**src/design/dsth_pkg.sv**
```systemverilog
// dsth_pkg: shared types and constants for the room thermostat block
// no dependencies; imported by every module of the block

package dsth_pkg;

    // room table
    localparam int ROOMS   = 16;
    localparam int ROOM_AW = (ROOMS > 1) ? $clog2(ROOMS) : 1;

    // queue between front and back
    localparam int Q_DEPTH = 4;
    localparam int Q_AW    = $clog2(Q_DEPTH);

    // field widths
    localparam int ROOM_W  = 4;
    localparam int TEMP_W  = 16;
    localparam int SP_W    = 12;
    localparam int TIME_W  = 32;
    localparam int DELAY_W = 10;
    localparam int SECS_W  = 16;

    // stream packing
    localparam int IN_DATA_W  = 96;
    localparam int OUT_DATA_W = 40;

    // decode constants
    localparam logic [7:0]        FAMILY_DS18S20   = 8'h10;
    localparam logic [7:0]        CPD_REFINE       = 8'h10;
    localparam logic [TEMP_W-1:0] REFINE_MASK      = 16'hFFF0;
    localparam logic [TEMP_W-1:0] COUNT_BASE       = 16'd12;
    localparam logic [7:0]        RES_BITS_MASK    = 8'h60;

    // timing constants
    localparam logic [SECS_W-1:0]  SECS_PER_MINUTE  = 16'd60;
    localparam logic [DELAY_W-1:0] REOPEN_DELAY_RST = 10'd20;
    localparam logic [SECS_W-1:0]  REOPEN_SECS_RST  = 16'd1200;

    // configuration register indexes
    typedef enum logic [0:0] {
        CFG_HEATING_ENABLED = 1'b0,
        CFG_REOPEN_DELAY    = 1'b1
    } t_cfg_addr;

    // classified reading passed from front to back
    typedef struct packed {
        logic [ROOM_W-1:0] room;
        logic [TEMP_W-1:0] temperature;
        logic [SP_W-1:0]   setpoint;
        logic [TIME_W-1:0] now_seconds;
        logic              at_setpoint;  // setpoint <= temperature
    } t_item;

    // result carried to the output
    typedef struct packed {
        logic              valve_closed;
        logic [SP_W-1:0]   valve_demand;
        logic [TEMP_W-1:0] temperature;
        logic [ROOM_W-1:0] room_out;
    } t_result;

endpackage

```
**src/design/dsth_front.sv**
```systemverilog
// dsth_front: unpacks the input transfer, decodes the scratchpad temperature
// and compares it with the setpoint; uses dsth_pkg

module dsth_front
    import dsth_pkg::*;
(
    input  logic                 i_clk,
    input  logic                 i_rst_n,
    input  logic                 i_valid,
    output logic                 o_ready,
    input  logic [IN_DATA_W-1:0] i_data,
    output logic                 o_push_valid,
    input  logic                 i_push_ready,
    output t_item                o_item
);

    logic [ROOM_W-1:0] w_room;
    logic [7:0]        w_family;
    logic [7:0]        w_lsb;
    logic [7:0]        w_msb;
    logic [7:0]        w_cfg;
    logic [7:0]        w_count_remain;
    logic [7:0]        w_count_per_deg;
    logic [TIME_W-1:0] w_now;
    logic [SP_W-1:0]   w_setpoint;
    logic [TEMP_W-1:0] w_raw;
    logic [TEMP_W-1:0] w_shifted;
    logic [TEMP_W-1:0] w_temp;
    logic              w_at_setpoint;

    logic  r_valid;
    t_item r_item;
    t_item n_item;

    // field unpacking
    assign w_room          = i_data[3:0];
    assign w_family        = i_data[11:4];
    assign w_lsb           = i_data[19:12];
    assign w_msb           = i_data[27:20];
    assign w_cfg           = i_data[35:28];
    assign w_count_remain  = i_data[43:36];
    assign w_count_per_deg = i_data[51:44];
    assign w_now           = i_data[83:52];
    assign w_setpoint      = i_data[95:84];

    // temperature decode
    assign w_raw     = {w_msb, w_lsb};
    assign w_shifted = {w_raw[TEMP_W-4:0], 3'b000};

    always_comb begin
        w_temp = w_raw;
        if (w_family == FAMILY_DS18S20) begin
            if (w_count_per_deg == CPD_REFINE) begin
                w_temp = (w_shifted & REFINE_MASK) + COUNT_BASE
                         - {8'b0, w_count_remain};
            end else begin
                w_temp = w_shifted;
            end
        end else if ((w_cfg & RES_BITS_MASK) == 8'b0) begin
            w_temp = {w_raw[TEMP_W-1:3], 3'b000};
        end else begin
            w_temp = {w_raw[TEMP_W-1:2], 2'b00};
        end
    end

    // signed compare against the setpoint
    assign w_at_setpoint = $signed({{(TEMP_W-SP_W){w_setpoint[SP_W-1]}}, w_setpoint})
                           <= $signed(w_temp);

    always_comb begin
        n_item.room        = w_room;
        n_item.temperature = w_temp;
        n_item.setpoint    = w_setpoint;
        n_item.now_seconds = w_now;
        n_item.at_setpoint = w_at_setpoint;
    end

    // stage register, refilled when empty or draining into the queue
    assign o_ready      = !r_valid || i_push_ready;
    assign o_push_valid = r_valid;
    assign o_item       = r_item;

    always_ff @(posedge i_clk) begin
        if (!i_rst_n) begin
            r_valid <= 1'b0;
        end else if (o_ready) begin
            r_valid <= i_valid;
        end
    end

    always_ff @(posedge i_clk) begin
        if (o_ready && i_valid) begin
            r_item <= n_item;
        end
    end

endmodule

```
**src/design/dsth_queue.sv**
```systemverilog
// dsth_queue: short first-in first-out queue of classified readings
// between front and back; uses dsth_pkg

module dsth_queue
    import dsth_pkg::*;
(
    input  logic  i_clk,
    input  logic  i_rst_n,
    input  logic  i_push_valid,
    output logic  o_push_ready,
    input  t_item i_item,
    output logic  o_pop_valid,
    input  logic  i_pop_ready,
    output t_item o_item
);

    t_item             r_mem [Q_DEPTH];
    logic [Q_AW-1:0]   r_wr_ptr;
    logic [Q_AW-1:0]   r_rd_ptr;
    logic [Q_AW:0]     r_count;
    logic              w_push;
    logic              w_pop;

    assign o_push_ready = (r_count != (Q_AW+1)'(Q_DEPTH));
    assign o_pop_valid  = (r_count != '0);
    assign o_item       = r_mem[r_rd_ptr];

    assign w_push = i_push_valid && o_push_ready;
    assign w_pop  = o_pop_valid && i_pop_ready;

    // pointers and fill count
    always_ff @(posedge i_clk) begin
        if (!i_rst_n) begin
            r_wr_ptr <= '0;
            r_rd_ptr <= '0;
            r_count  <= '0;
        end else begin
            if (w_push) begin
                r_wr_ptr <= r_wr_ptr + 1'b1;
            end
            if (w_pop) begin
                r_rd_ptr <= r_rd_ptr + 1'b1;
            end
            if (w_push && !w_pop) begin
                r_count <= r_count + 1'b1;
            end else if (w_pop && !w_push) begin
                r_count <= r_count - 1'b1;
            end
        end
    end

    // entry storage
    always_ff @(posedge i_clk) begin
        if (w_push) begin
            r_mem[r_wr_ptr] <= i_item;
        end
    end

endmodule

```
**src/design/dsth_back.sv**
```systemverilog
// dsth_back: per-room valve state, configuration registers and the
// output register; uses dsth_pkg

module dsth_back
    import dsth_pkg::*;
(
    input  logic               i_clk,
    input  logic               i_rst_n,
    input  logic               i_cfg_we,
    input  t_cfg_addr          i_cfg_addr,
    input  logic [DELAY_W-1:0] i_cfg_wdata,
    input  logic               i_pop_valid,
    output logic               o_pop_ready,
    input  t_item              i_item,
    output logic               o_valid,
    input  logic               i_ready,
    output t_result            o_result
);

    logic              r_heating;
    logic [SECS_W-1:0] r_delay_secs;

    logic              r_flag   [ROOMS];
    logic [TIME_W-1:0] r_since  [ROOMS];
    logic [SP_W-1:0]   r_demand [ROOMS];

    logic              r_out_valid;
    t_result           r_out;

    logic [ROOM_AW-1:0] w_idx;
    logic               w_in_range;
    logic               w_take;
    logic               w_flag;
    logic [TIME_W-1:0]  w_since;
    logic [SP_W-1:0]    w_demand;
    logic [TIME_W-1:0]  w_elapsed;
    logic               w_delay_over;
    logic               n_flag;
    logic [TIME_W-1:0]  n_since;
    logic [SP_W-1:0]    n_demand;
    t_result            n_out;

    // configuration writes; the delay is kept in seconds
    always_ff @(posedge i_clk) begin
        if (!i_rst_n) begin
            r_heating    <= 1'b0;
            r_delay_secs <= REOPEN_SECS_RST;
        end else if (i_cfg_we) begin
            unique case (i_cfg_addr)
                CFG_HEATING_ENABLED: r_heating <= i_cfg_wdata[0];
                CFG_REOPEN_DELAY:    r_delay_secs <= SECS_W'(
                                         SECS_W'(i_cfg_wdata) * SECS_PER_MINUTE);
                default: ;
            endcase
        end
    end

    // room lookup
    assign w_idx      = ROOM_AW'(i_item.room);
    assign w_in_range = (32'(i_item.room) < ROOMS);
    assign w_flag     = r_flag[w_idx];
    assign w_since    = r_since[w_idx];
    assign w_demand   = r_demand[w_idx];

    assign w_elapsed    = i_item.now_seconds - w_since;
    assign w_delay_over = (w_elapsed > TIME_W'(r_delay_secs));

    // valve update
    always_comb begin
        n_flag   = w_flag;
        n_since  = w_since;
        n_demand = w_demand;
        if (r_heating) begin
            if (i_item.at_setpoint && !w_flag) begin
                n_flag   = 1'b1;
                n_since  = i_item.now_seconds;
                n_demand = '0;
            end else if (!i_item.at_setpoint && w_delay_over) begin
                n_flag   = 1'b0;
                n_demand = i_item.setpoint;
            end
        end else begin
            n_demand = '0;
        end
    end

    always_comb begin
        n_out.room_out     = i_item.room;
        n_out.temperature  = i_item.temperature;
        n_out.valve_demand = w_in_range ? n_demand : '0;
        n_out.valve_closed = w_in_range ? n_flag : 1'b0;
    end

    // handshake with queue and output
    assign o_pop_ready = !r_out_valid || i_ready;
    assign w_take      = i_pop_valid && o_pop_ready;
    assign o_valid     = r_out_valid;
    assign o_result    = r_out;

    // room table, cleared at reset
    always_ff @(posedge i_clk) begin
        if (!i_rst_n) begin
            for (int i = 0; i < ROOMS; i++) begin
                r_flag[i]   <= 1'b0;
                r_since[i]  <= '0;
                r_demand[i] <= '0;
            end
        end else if (w_take && w_in_range) begin
            r_flag[w_idx]   <= n_flag;
            r_since[w_idx]  <= n_since;
            r_demand[w_idx] <= n_demand;
        end
    end

    // output register
    always_ff @(posedge i_clk) begin
        if (!i_rst_n) begin
            r_out_valid <= 1'b0;
        end else if (o_pop_ready) begin
            r_out_valid <= i_pop_valid;
        end
    end

    always_ff @(posedge i_clk) begin
        if (w_take) begin
            r_out <= n_out;
        end
    end

endmodule

```
**src/design/ds18x20_room_thermostat.sv**
```systemverilog
// ds18x20_room_thermostat: top level of the room thermostat block
// instantiates dsth_front, dsth_queue and dsth_back; uses dsth_pkg

// Each input transfer carries one room's DS18x20 scratchpad bytes, family code,
// setpoint and seconds clock; each produces exactly one output transfer with
// the decoded temperature in 1/16 degC and the room's valve demand and closed
// flag after the update. The block accepts one transfer per clock cycle while
// the output is not stalled, with the read-modify-write of the per-room valve
// table done in the back end as each reading is taken; a result passes through
// the front decode register, the queue and the output register. A four-entry
// queue between decode and valve update lets either side stall independently.
// Configuration: index 0 is heating enable (bit 0), index 1 the re-open delay
// in minutes (10 bits); write only while no reading is in flight.

module ds18x20_room_thermostat
    import dsth_pkg::*;
(
    input  logic                  i_clk,
    input  logic                  i_rst_n,
    // configuration write port
    input  logic                  i_cfg_we,
    input  logic [0:0]            i_cfg_addr,
    input  logic [DELAY_W-1:0]    i_cfg_wdata,
    // readings in
    input  logic                  i_s_axis_tvalid,
    output logic                  o_s_axis_tready,
    // sensor_index[3:0], family_code[11:4], scratch_lsb[19:12],
    // scratch_msb[27:20], scratch_config[35:28], count_remain[43:36],
    // count_per_degree[51:44], now_seconds[83:52], setpoint[95:84]
    input  logic [IN_DATA_W-1:0]  i_s_axis_tdata,
    // results out
    output logic                  o_m_axis_tvalid,
    input  logic                  i_m_axis_tready,
    // room_out[3:0], temperature[19:4], valve_demand[31:20],
    // valve_closed[32], zero fill [39:33]
    output logic [OUT_DATA_W-1:0] o_m_axis_tdata
);

    logic    w_push_valid;
    logic    w_push_ready;
    t_item   w_front_item;
    logic    w_pop_valid;
    logic    w_pop_ready;
    t_item   w_queue_item;
    t_result w_result;

    dsth_front u_front (
        .i_clk        (i_clk),
        .i_rst_n      (i_rst_n),
        .i_valid      (i_s_axis_tvalid),
        .o_ready      (o_s_axis_tready),
        .i_data       (i_s_axis_tdata),
        .o_push_valid (w_push_valid),
        .i_push_ready (w_push_ready),
        .o_item       (w_front_item)
    );

    dsth_queue u_queue (
        .i_clk        (i_clk),
        .i_rst_n      (i_rst_n),
        .i_push_valid (w_push_valid),
        .o_push_ready (w_push_ready),
        .i_item       (w_front_item),
        .o_pop_valid  (w_pop_valid),
        .i_pop_ready  (w_pop_ready),
        .o_item       (w_queue_item)
    );

    dsth_back u_back (
        .i_clk       (i_clk),
        .i_rst_n     (i_rst_n),
        .i_cfg_we    (i_cfg_we),
        .i_cfg_addr  (t_cfg_addr'(i_cfg_addr)),
        .i_cfg_wdata (i_cfg_wdata),
        .i_pop_valid (w_pop_valid),
        .o_pop_ready (w_pop_ready),
        .i_item      (w_queue_item),
        .o_valid     (o_m_axis_tvalid),
        .i_ready     (i_m_axis_tready),
        .o_result    (w_result)
    );

    // result packing with zero fill to whole bytes
    assign o_m_axis_tdata = {(OUT_DATA_W - $bits(t_result))'(0), w_result};

endmodule
```
**config.mk**
```make
export PLATFORM = sky130hd
export DESIGN_NAME = ds18x20_room_thermostat
export DESIGN_NICKNAME = d
export VERILOG_FILES = /design/src/design/dsth_pkg.sv /design/src/design/dsth_front.sv /design/src/design/dsth_queue.sv /design/src/design/dsth_back.sv /design/src/design/ds18x20_room_thermostat.sv
export SDC_FILE = /design/constraint.sdc
export NUM_CORES = 2
export LEC_CHECK = 0
export BUFFER_PORTS_ARGS = -buffer_cell sky130_fd_sc_hd__clkbuf_2
export CAP_MARGIN = 20
export CELL_PAD_IN_SITES_DETAIL_PLACEMENT = 0
export CELL_PAD_IN_SITES_GLOBAL_PLACEMENT = 2
export CORE_MARGIN = 2
export CORE_UTILIZATION = 46
export DETAILED_ROUTE_END_ITERATION = 8
export PLACE_DENSITY = 0.79
export RECOVER_POWER = 50
export SLEW_MARGIN = 20
export SYNTH_ARGS = -nofsm -noshare
export SYNTH_HDL_FRONTEND = slang
export SYNTH_SLANG_ARGS = --single-unit
```
**constraint.sdc**
```tcl
create_clock -name i_clk -period 8.9 [get_ports i_clk]
set_input_delay 1.335 -clock i_clk [delete_from_list [all_inputs] [get_ports i_clk]]
set_output_delay 1.335 -clock i_clk [all_outputs]
set_load 0.005 [all_outputs]
```
## Word level (Yosys, flattened, before mapping)

Memory sizes are Yosys's and may differ from the RTL's. A register that Yosys moved wholly into a read port is not among the register bits.
Cells that the tools add are included.

- Register bits after elaboration: 122
- RAM bits: 980
- Output and inout port bits: 42
- Logic and storage cells: 87
- Memories: 4

- Add/subtract/negate cells: 7
- Multipliers: 1
- $lt $le $gt $ge: 2
- Eq/ne operators: 3
- Mux-type cells: 30
- Bitwise logic cells: 1
- Reduce and logical (&&, ||, !) cells: 23

Memory list:

| name | depth | width | rd ports | clocked after Yosys merged registers in | wr ports | RTL line | text |
|---|---|---|---|---|---|---|---|
| u_back.r_since | 16 | 32 | 1 | 0 | 16 | dsth_back.sv:24 | `logic [TIME_W-1:0] r_since [ROOMS];` |
| u_queue.r_mem | 4 | 65 | 1 | 1 | 1 | dsth_queue.sv:17 | `t_item r_mem [Q_DEPTH];` |
| u_back.r_demand | 16 | 12 | 1 | 0 | 16 | dsth_back.sv:25 | `logic [SP_W-1:0] r_demand [ROOMS];` |
| u_back.r_flag | 16 | 1 | 1 | 0 | 16 | dsth_back.sv:23 | `logic r_flag [ROOMS];` |

Operators with widths:

| kind | count |
|---|---|
| $mux W32 | 3 |
| $mux W12 | 4 |
| $gt A32 B16 Y1 | 1 |
| $mux W16 | 2 |
| $reduce_or A32 Y1 | 1 |
| $sub A32 B32 Y32 | 1 |
| $add A16 B4 Y16 const B | 1 |
| $eq A8 B5 Y1 const B | 2 |
| $le A12 B16 Y1 | 1 |
| $sub A16 B8 Y16 | 1 |
| $mul A10 B4 Y14 const B | 1 |
| $mux W1 | 13 |
| $mux W4 | 3 |
| $reduce_or A12 Y1 | 1 |
| $mux W3 | 3 |
| $logic_not A8 Y1 | 1 |
| $logic_and A1 B1 Y1 | 7 |
| $logic_not A1 Y1 | 6 |
| $add A2 B1 Y2 const B | 2 |
| $mux W2 | 2 |
| $reduce_and A2 Y1 | 2 |
| $add A3 B1 Y3 const B | 1 |
| $ne A3 B3 Y1 const B | 1 |
| $reduce_bool A3 Y1 | 1 |
| other kinds (5) | 6 |

## Longest topological paths before layout

- Depth after elaboration: 8
- Gate-level depth with buffers: 36
- Mapped depth without buffers: 27

## Modules after synthesis

Synthesis repeated with hierarchy kept, for this count alone.

- Cell total of the unflattened synthesis: 3,224
- Area total of the unflattened synthesis: 49,666.4 um2

By module, submodules not included:

| module | instances | cells an instance | area an instance (um2) |
|---|---|---|---|
| dsth_back | 1 | 2,580 | 36,462.5 |
| dsth_queue | 1 | 387 | 9,903.2 |
| dsth_front | 1 | 249 | 3,244.4 |
| ds18x20_room_thermostat | 1 | 8 | 56.3 |

## Worst setup path before layout

OpenSTA, ideal clock, no wires.

- Path type: register to register
- Start: register (tool-made name)
- End: memory u_back.r_demand[7][10], data pin
- Setup time: 0.280 ns
- Data arrival time: 6.668 ns
- Slack: 1.951 ns
- Cell stages (with the launch flop): 32
- Buffers on the path: 8
- Clock period less this slack: 6.949 ns
- Cells stage by stage: dfxtp_1 buf_6 buf_2 mux2_2 inv_1 buf_2 buf_1 clkbuf_1 mux4_2 mux2i_1 nor2_1 or2_2 inv_1 ha_1 a21o_1 a22o_1 a22oi_2 nand3_1 a31oi_1 xnor2_1 ha_1 nand4_1 nor4_1 a31o_2 o2111a_1 o221ai_1 or4_1 buf_2 buf_4 o311ai_4 buf_6 a21oi_2

RTL lines:

| element | RTL line |
|---|---|
| end: declaration | dsth_back.sv:25 |

==> Flow_metrics.wiki <==
{| class="wikitable"
! Metric !! Value
|-
| Top library cells by usage in the layout, fill and taps aside || 1062 x sky130_fd_sc_hd__edfxtp_1, 620 x sky130_fd_sc_hd__nor2_1, 237 x sky130_fd_sc_hd__mux4_2
|-
| Unrepaired setup endpoints after global routing || no
|-
| Overall Global Routing Usage || ~25%
|-
| Number of violations reported at the end of detailed-routing iteration 0 || 2925
|-
| Die Y-Extent || 336 µm
|-
| Endpoints failing hold || 0
|-
| Path type of the worst setup path || reg -> reg
|-
| Die W || 336 µm
|-
| Register-to-register setup slack || slightly below 0.8 ns
|-
| Initial antenna violation count || 0
|-
| R2R cell count || 25
|-
| Met1 Usage GRT || between 30% and 40%
|-
| Global Route met2 Usage || roughly 42%
|-
| Transition time of the tightest slew-check pin || approximately 5.1 ns
|-
| Initial standard-cell utilization of the core || a little under half
|-
| Residual DRC || 0
|-
| Share of the yosys chip area belonging to registers || 64.4%
|-
| Number of nets in the layout || around 3700
|-
| Post-CTS Resized || 0
|-
| Post-synth top area cell || sky130_fd_sc_hd__edfxtp_1
|-
| Final count of negative-setup-slack endpoints || 0
|-
| Non-filler instance count after layout || about 5100
|-
| First-pass GRT wire length || about 200 mm
|-
| Total of flip-flops plus latches after synthesis || between 1000 and 1500
|-
| Standby leakage power || roughly 19 nW
|-
| Final min period || a little over 8 ns
|-
| Clock sink count || 1104
|-
| Data arrival time at the worst-slack endpoint || 8.58 ns
|-
| Worst supply voltage drop on vdd || ~0.00017 V
|-
| Wirelength per Cell || about 27 µm
|-
| Core Rows || about 120
|-
| Delay of the slowest cell on the worst path || about 0.9 ns
|-
| Relative slew margins || -242%
|-
| Weighted congestion at the end of routability-driven global placement || between 0.8 and 0.9
|-
| Max-capacitance violation count || 19
|-
| Yosys warning count || 0
|-
| Synth top area cells || sky130_fd_sc_hd__edfxtp_1 63%, sky130_fd_sc_hd__mux4_2 11%, sky130_fd_sc_hd__nor2_1 4.6%
|-
| Global-route track usage on met3 || under 10%
|-
| Post-placement cell count || roughly 4900
|-
| Core area || approximately 0.11 mm²
|-
| Vias in the first global route || between 30000 and 40000
|-
| Skew final || between 0.02 and 0.03 ns
|-
| Most frequently used flop master after synthesis || sky130_fd_sc_hd__edfxtp_1
|-
| Number of hold buffers added after CTS || 0
|-
| TritonCTS clock tree || done
|-
| Post-route antenna net violation count || 0
|-
| Synth-to-Final Area Change || 10.8%
|-
| # Post-CTS Setup Buffers || 0
|-
| Least setup slack across all paths after layout || between 0.7 and 0.8 ns
|-
| Async SR Flop Fraction || 0%
|-
| Violated checks || max-capacitance violations, max-slew violations
|-
| Data required, critical path || between 9 and 10 ns
|-
| EDFF count, synth || 1062
|-
| Half-perimeter wire length after placement || roughly 80 mm
|-
| Fraction of final layout cells with drive strength greater than 1 || 21.9%
|-
| Number of distinct standard cells referenced by the synthesized netlist || 83
|-
| Syn Std Cell Area || between 0.05 and 0.06 mm²
|-
| Tightest hold margin || ~0.46 ns
|-
| Fmax || ~120 MHz
|-
| Worst min-delay path category || reg -> reg
|-
| Number of antenna cells inserted || 0
|-
| Longest Clk Path Bufs || 3
|-
| Num CTS Buffers || about 110
|-
| Largest net degree at the start of global routing || between 80 and 90
|-
| Type of destination of the critical path || flip-flop
|-
| IO buf count || between 100 and 150
|-
| Slowest cell on the critical path || sky130_fd_sc_hd__mux4_4
|-
| Final clock period utilization by the worst path || 91.3%
|-
| Number of H-tree levels || 3
|-
| Total count of max-transition violations in the final report || 720
|-
| Gate Count Post-Synth || approximately 3400
|-
| Root Driver || sky130_fd_sc_hd__clkbuf_16
|-
| Power density normalized to cell area || 330 mW/mm²
|-
| Die ar. || about 0.11 mm²
|-
| Drt total wl || about 140 mm
|-
| Worst-path fanout max || 48
|-
| Buffering stage count on the worst path with inverters included || 4
|-
| Leading cell type in the layout, fill and taps excluded || sky130_fd_sc_hd__edfxtp_1
|-
| DRT Pass-1 Iters || 5
|-
| Area share of the leading cell type in the synthesized netlist || 62.7%
|-
| Stages on the worst setup path || 25
|-
| GRT Residual Overflow || 0
|-
| Pwr Total || between 15 and 20 mW
|-
| Via count of the routed design || around 30000
|-
| Insertion delay to the later sink of the worst-skew pair || just over 0.7 ns
|-
| Worst path top cell family by delay || compound AO/OA/AOI/OAI gates
|-
| Critical register-to-register path endpoint || u_back.o_result[31]
|-
| Post-Route Setup TNS || 0 ns
|-
| Last element of the critical path || u_back.o_result[31]
|-
| Result of the run || finished with violations
|-
| Type of origin of the critical path || flip-flop
|-
| CTS clk-pin slew, worst paths || approximately 0.06 ns
|-
| Global route hottest layer || met2
|-
| Mapped Avg Cell Area || 14.8 µm²
|-
| I/O pins || around 150
|-
| Per-cell via count in the routed design || 5.91
|-
| Post-place setup slack || ~0.81 ns
|}
==> worst min path at each step <==
| stage | cells after the start | end | from |
|---|---|---|---|
| after global placement | 2 | u_back.r_flag[2] | u_back.r_flag[2] |
| after CTS | 2 | u_back.r_flag[6] | u_back.r_flag[6] |
| final | 2 | u_back.r_flag[6] | u_back.r_flag[6] |
| after global routing | 2 | u_back.r_flag[13] | u_back.r_flag[13] |
| after detailed placement | 2 | u_back.r_flag[6] | u_back.r_flag[6] |
| after floorplan | 2 | u_back.r_flag[2] | u_back.r_flag[2] |
==> worst min-delay path: cells and delay by family, from the launching register on <==
family	cells	cell delay [ns]
flops	1	0.31
simple gates	1	0.05
compound gates	1	0.05
==> cell usage after synthesis (all sizes together), types with 9 or more instances <==
| cell type | instances |
|---|---|
| and2 | 18 |
| nand4 | 14 |
| edfxtp | 1062 |
| mux2i | 126 |
| buf | 149 |
| nand2b | 11 |
| dfxtp | 42 |
| ha | 89 |
| inv | 98 |
| or2 | 48 |
| fa | 19 |
| o21bai | 10 |
| mux4 | 238 |
| nor3 | 20 |
| o211ai | 11 |
| a21o | 29 |
| o31a | 15 |
| o21a | 13 |
| clkbuf | 110 |
| o21ai | 51 |
| mux2 | 9 |
| nor2 | 621 |
| a21oi | 282 |
| and3 | 9 |
| nand2 | 110 |
| xnor2 | 27 |
| xor2 | 12 |
| a211oi | 24 |
| nand3 | 43 |
| nor2b | 26 |
| o311ai | 13 |
==> cells by family (layout without fill, tap and decap cells) <==
| family | count (synthesis) | after routing | share of synthesized area, % |
|---|---|---|---|
| muxes | 373 | 373 | 13.4 |
| adders and majority gates | 108 | 108 | 2.94 |
| AOI/OAI and AO/OA | 496 | 496 | 7.18 |
| other | 1 | 7 | 0.00737 |
| DFF | 1104 | 1104 | 64.4 |
| buffers and inverters | 357 | 536 | 3.42 |
| and+or+nand+nor | 949 | 949 | 8.00 |
| xor gates and xnor gates | 39 | 39 | 0.672 |
==> registers in the layout (all words and copies together), names as in the netlist, named ones only <==
register and cells:
u_back.r_delay_secs 14, u_back.r_heating 1, u_front.o_item 65, u_back.r_flag 16, u_front.o_push_valid 1, u_back.r_since 512
u_queue.r_rd_ptr 2, u_queue.r_wr_ptr 2, u_back.o_result 33, u_back.o_valid 1, u_back.r_demand 192, u_queue.r_count 3
u_queue.r_mem 260
==> metrics by stage <==
step / instance area [µm²] / utilization (%)
2_1_floorplan: 50900 / -
3_3_place_gp: 52900 / 48.4
3_5_place_dp: 52900 / 48.4
4_1_cts: 56500 / 51.7
5_1_grt: 56300 / 51.5
6_report: 56300 / 51.5
==> layout make-up <==
class,count,area (µm²)
Fill cell,9266,53000
Clock buffer,159,3080
Tap cell,1476,1850
Sequential cell,1104,32700
Multi-Input combinational cell,1972,16500
Inverter,98,373
Clock inverter,52,483
Timing Repair Buffer,227,1280
==> power by group <==
group	switching (mW)	internal, mW
logic	4.93	2.64
registers	0.174	6.25
clock network	1.96	2.61
total	7.07	11.5
==> metal layers <==
layer  up-vias  share of wire, %  wire (µm)
met3       281               6.7       9220
met1     15500                40      54900
li1      13100                 -          -
met4         0               3.1       4300
met5         -                 0          0
met2      1264                50      68900
Note: power is estimated with default switching activity, not from simulation.
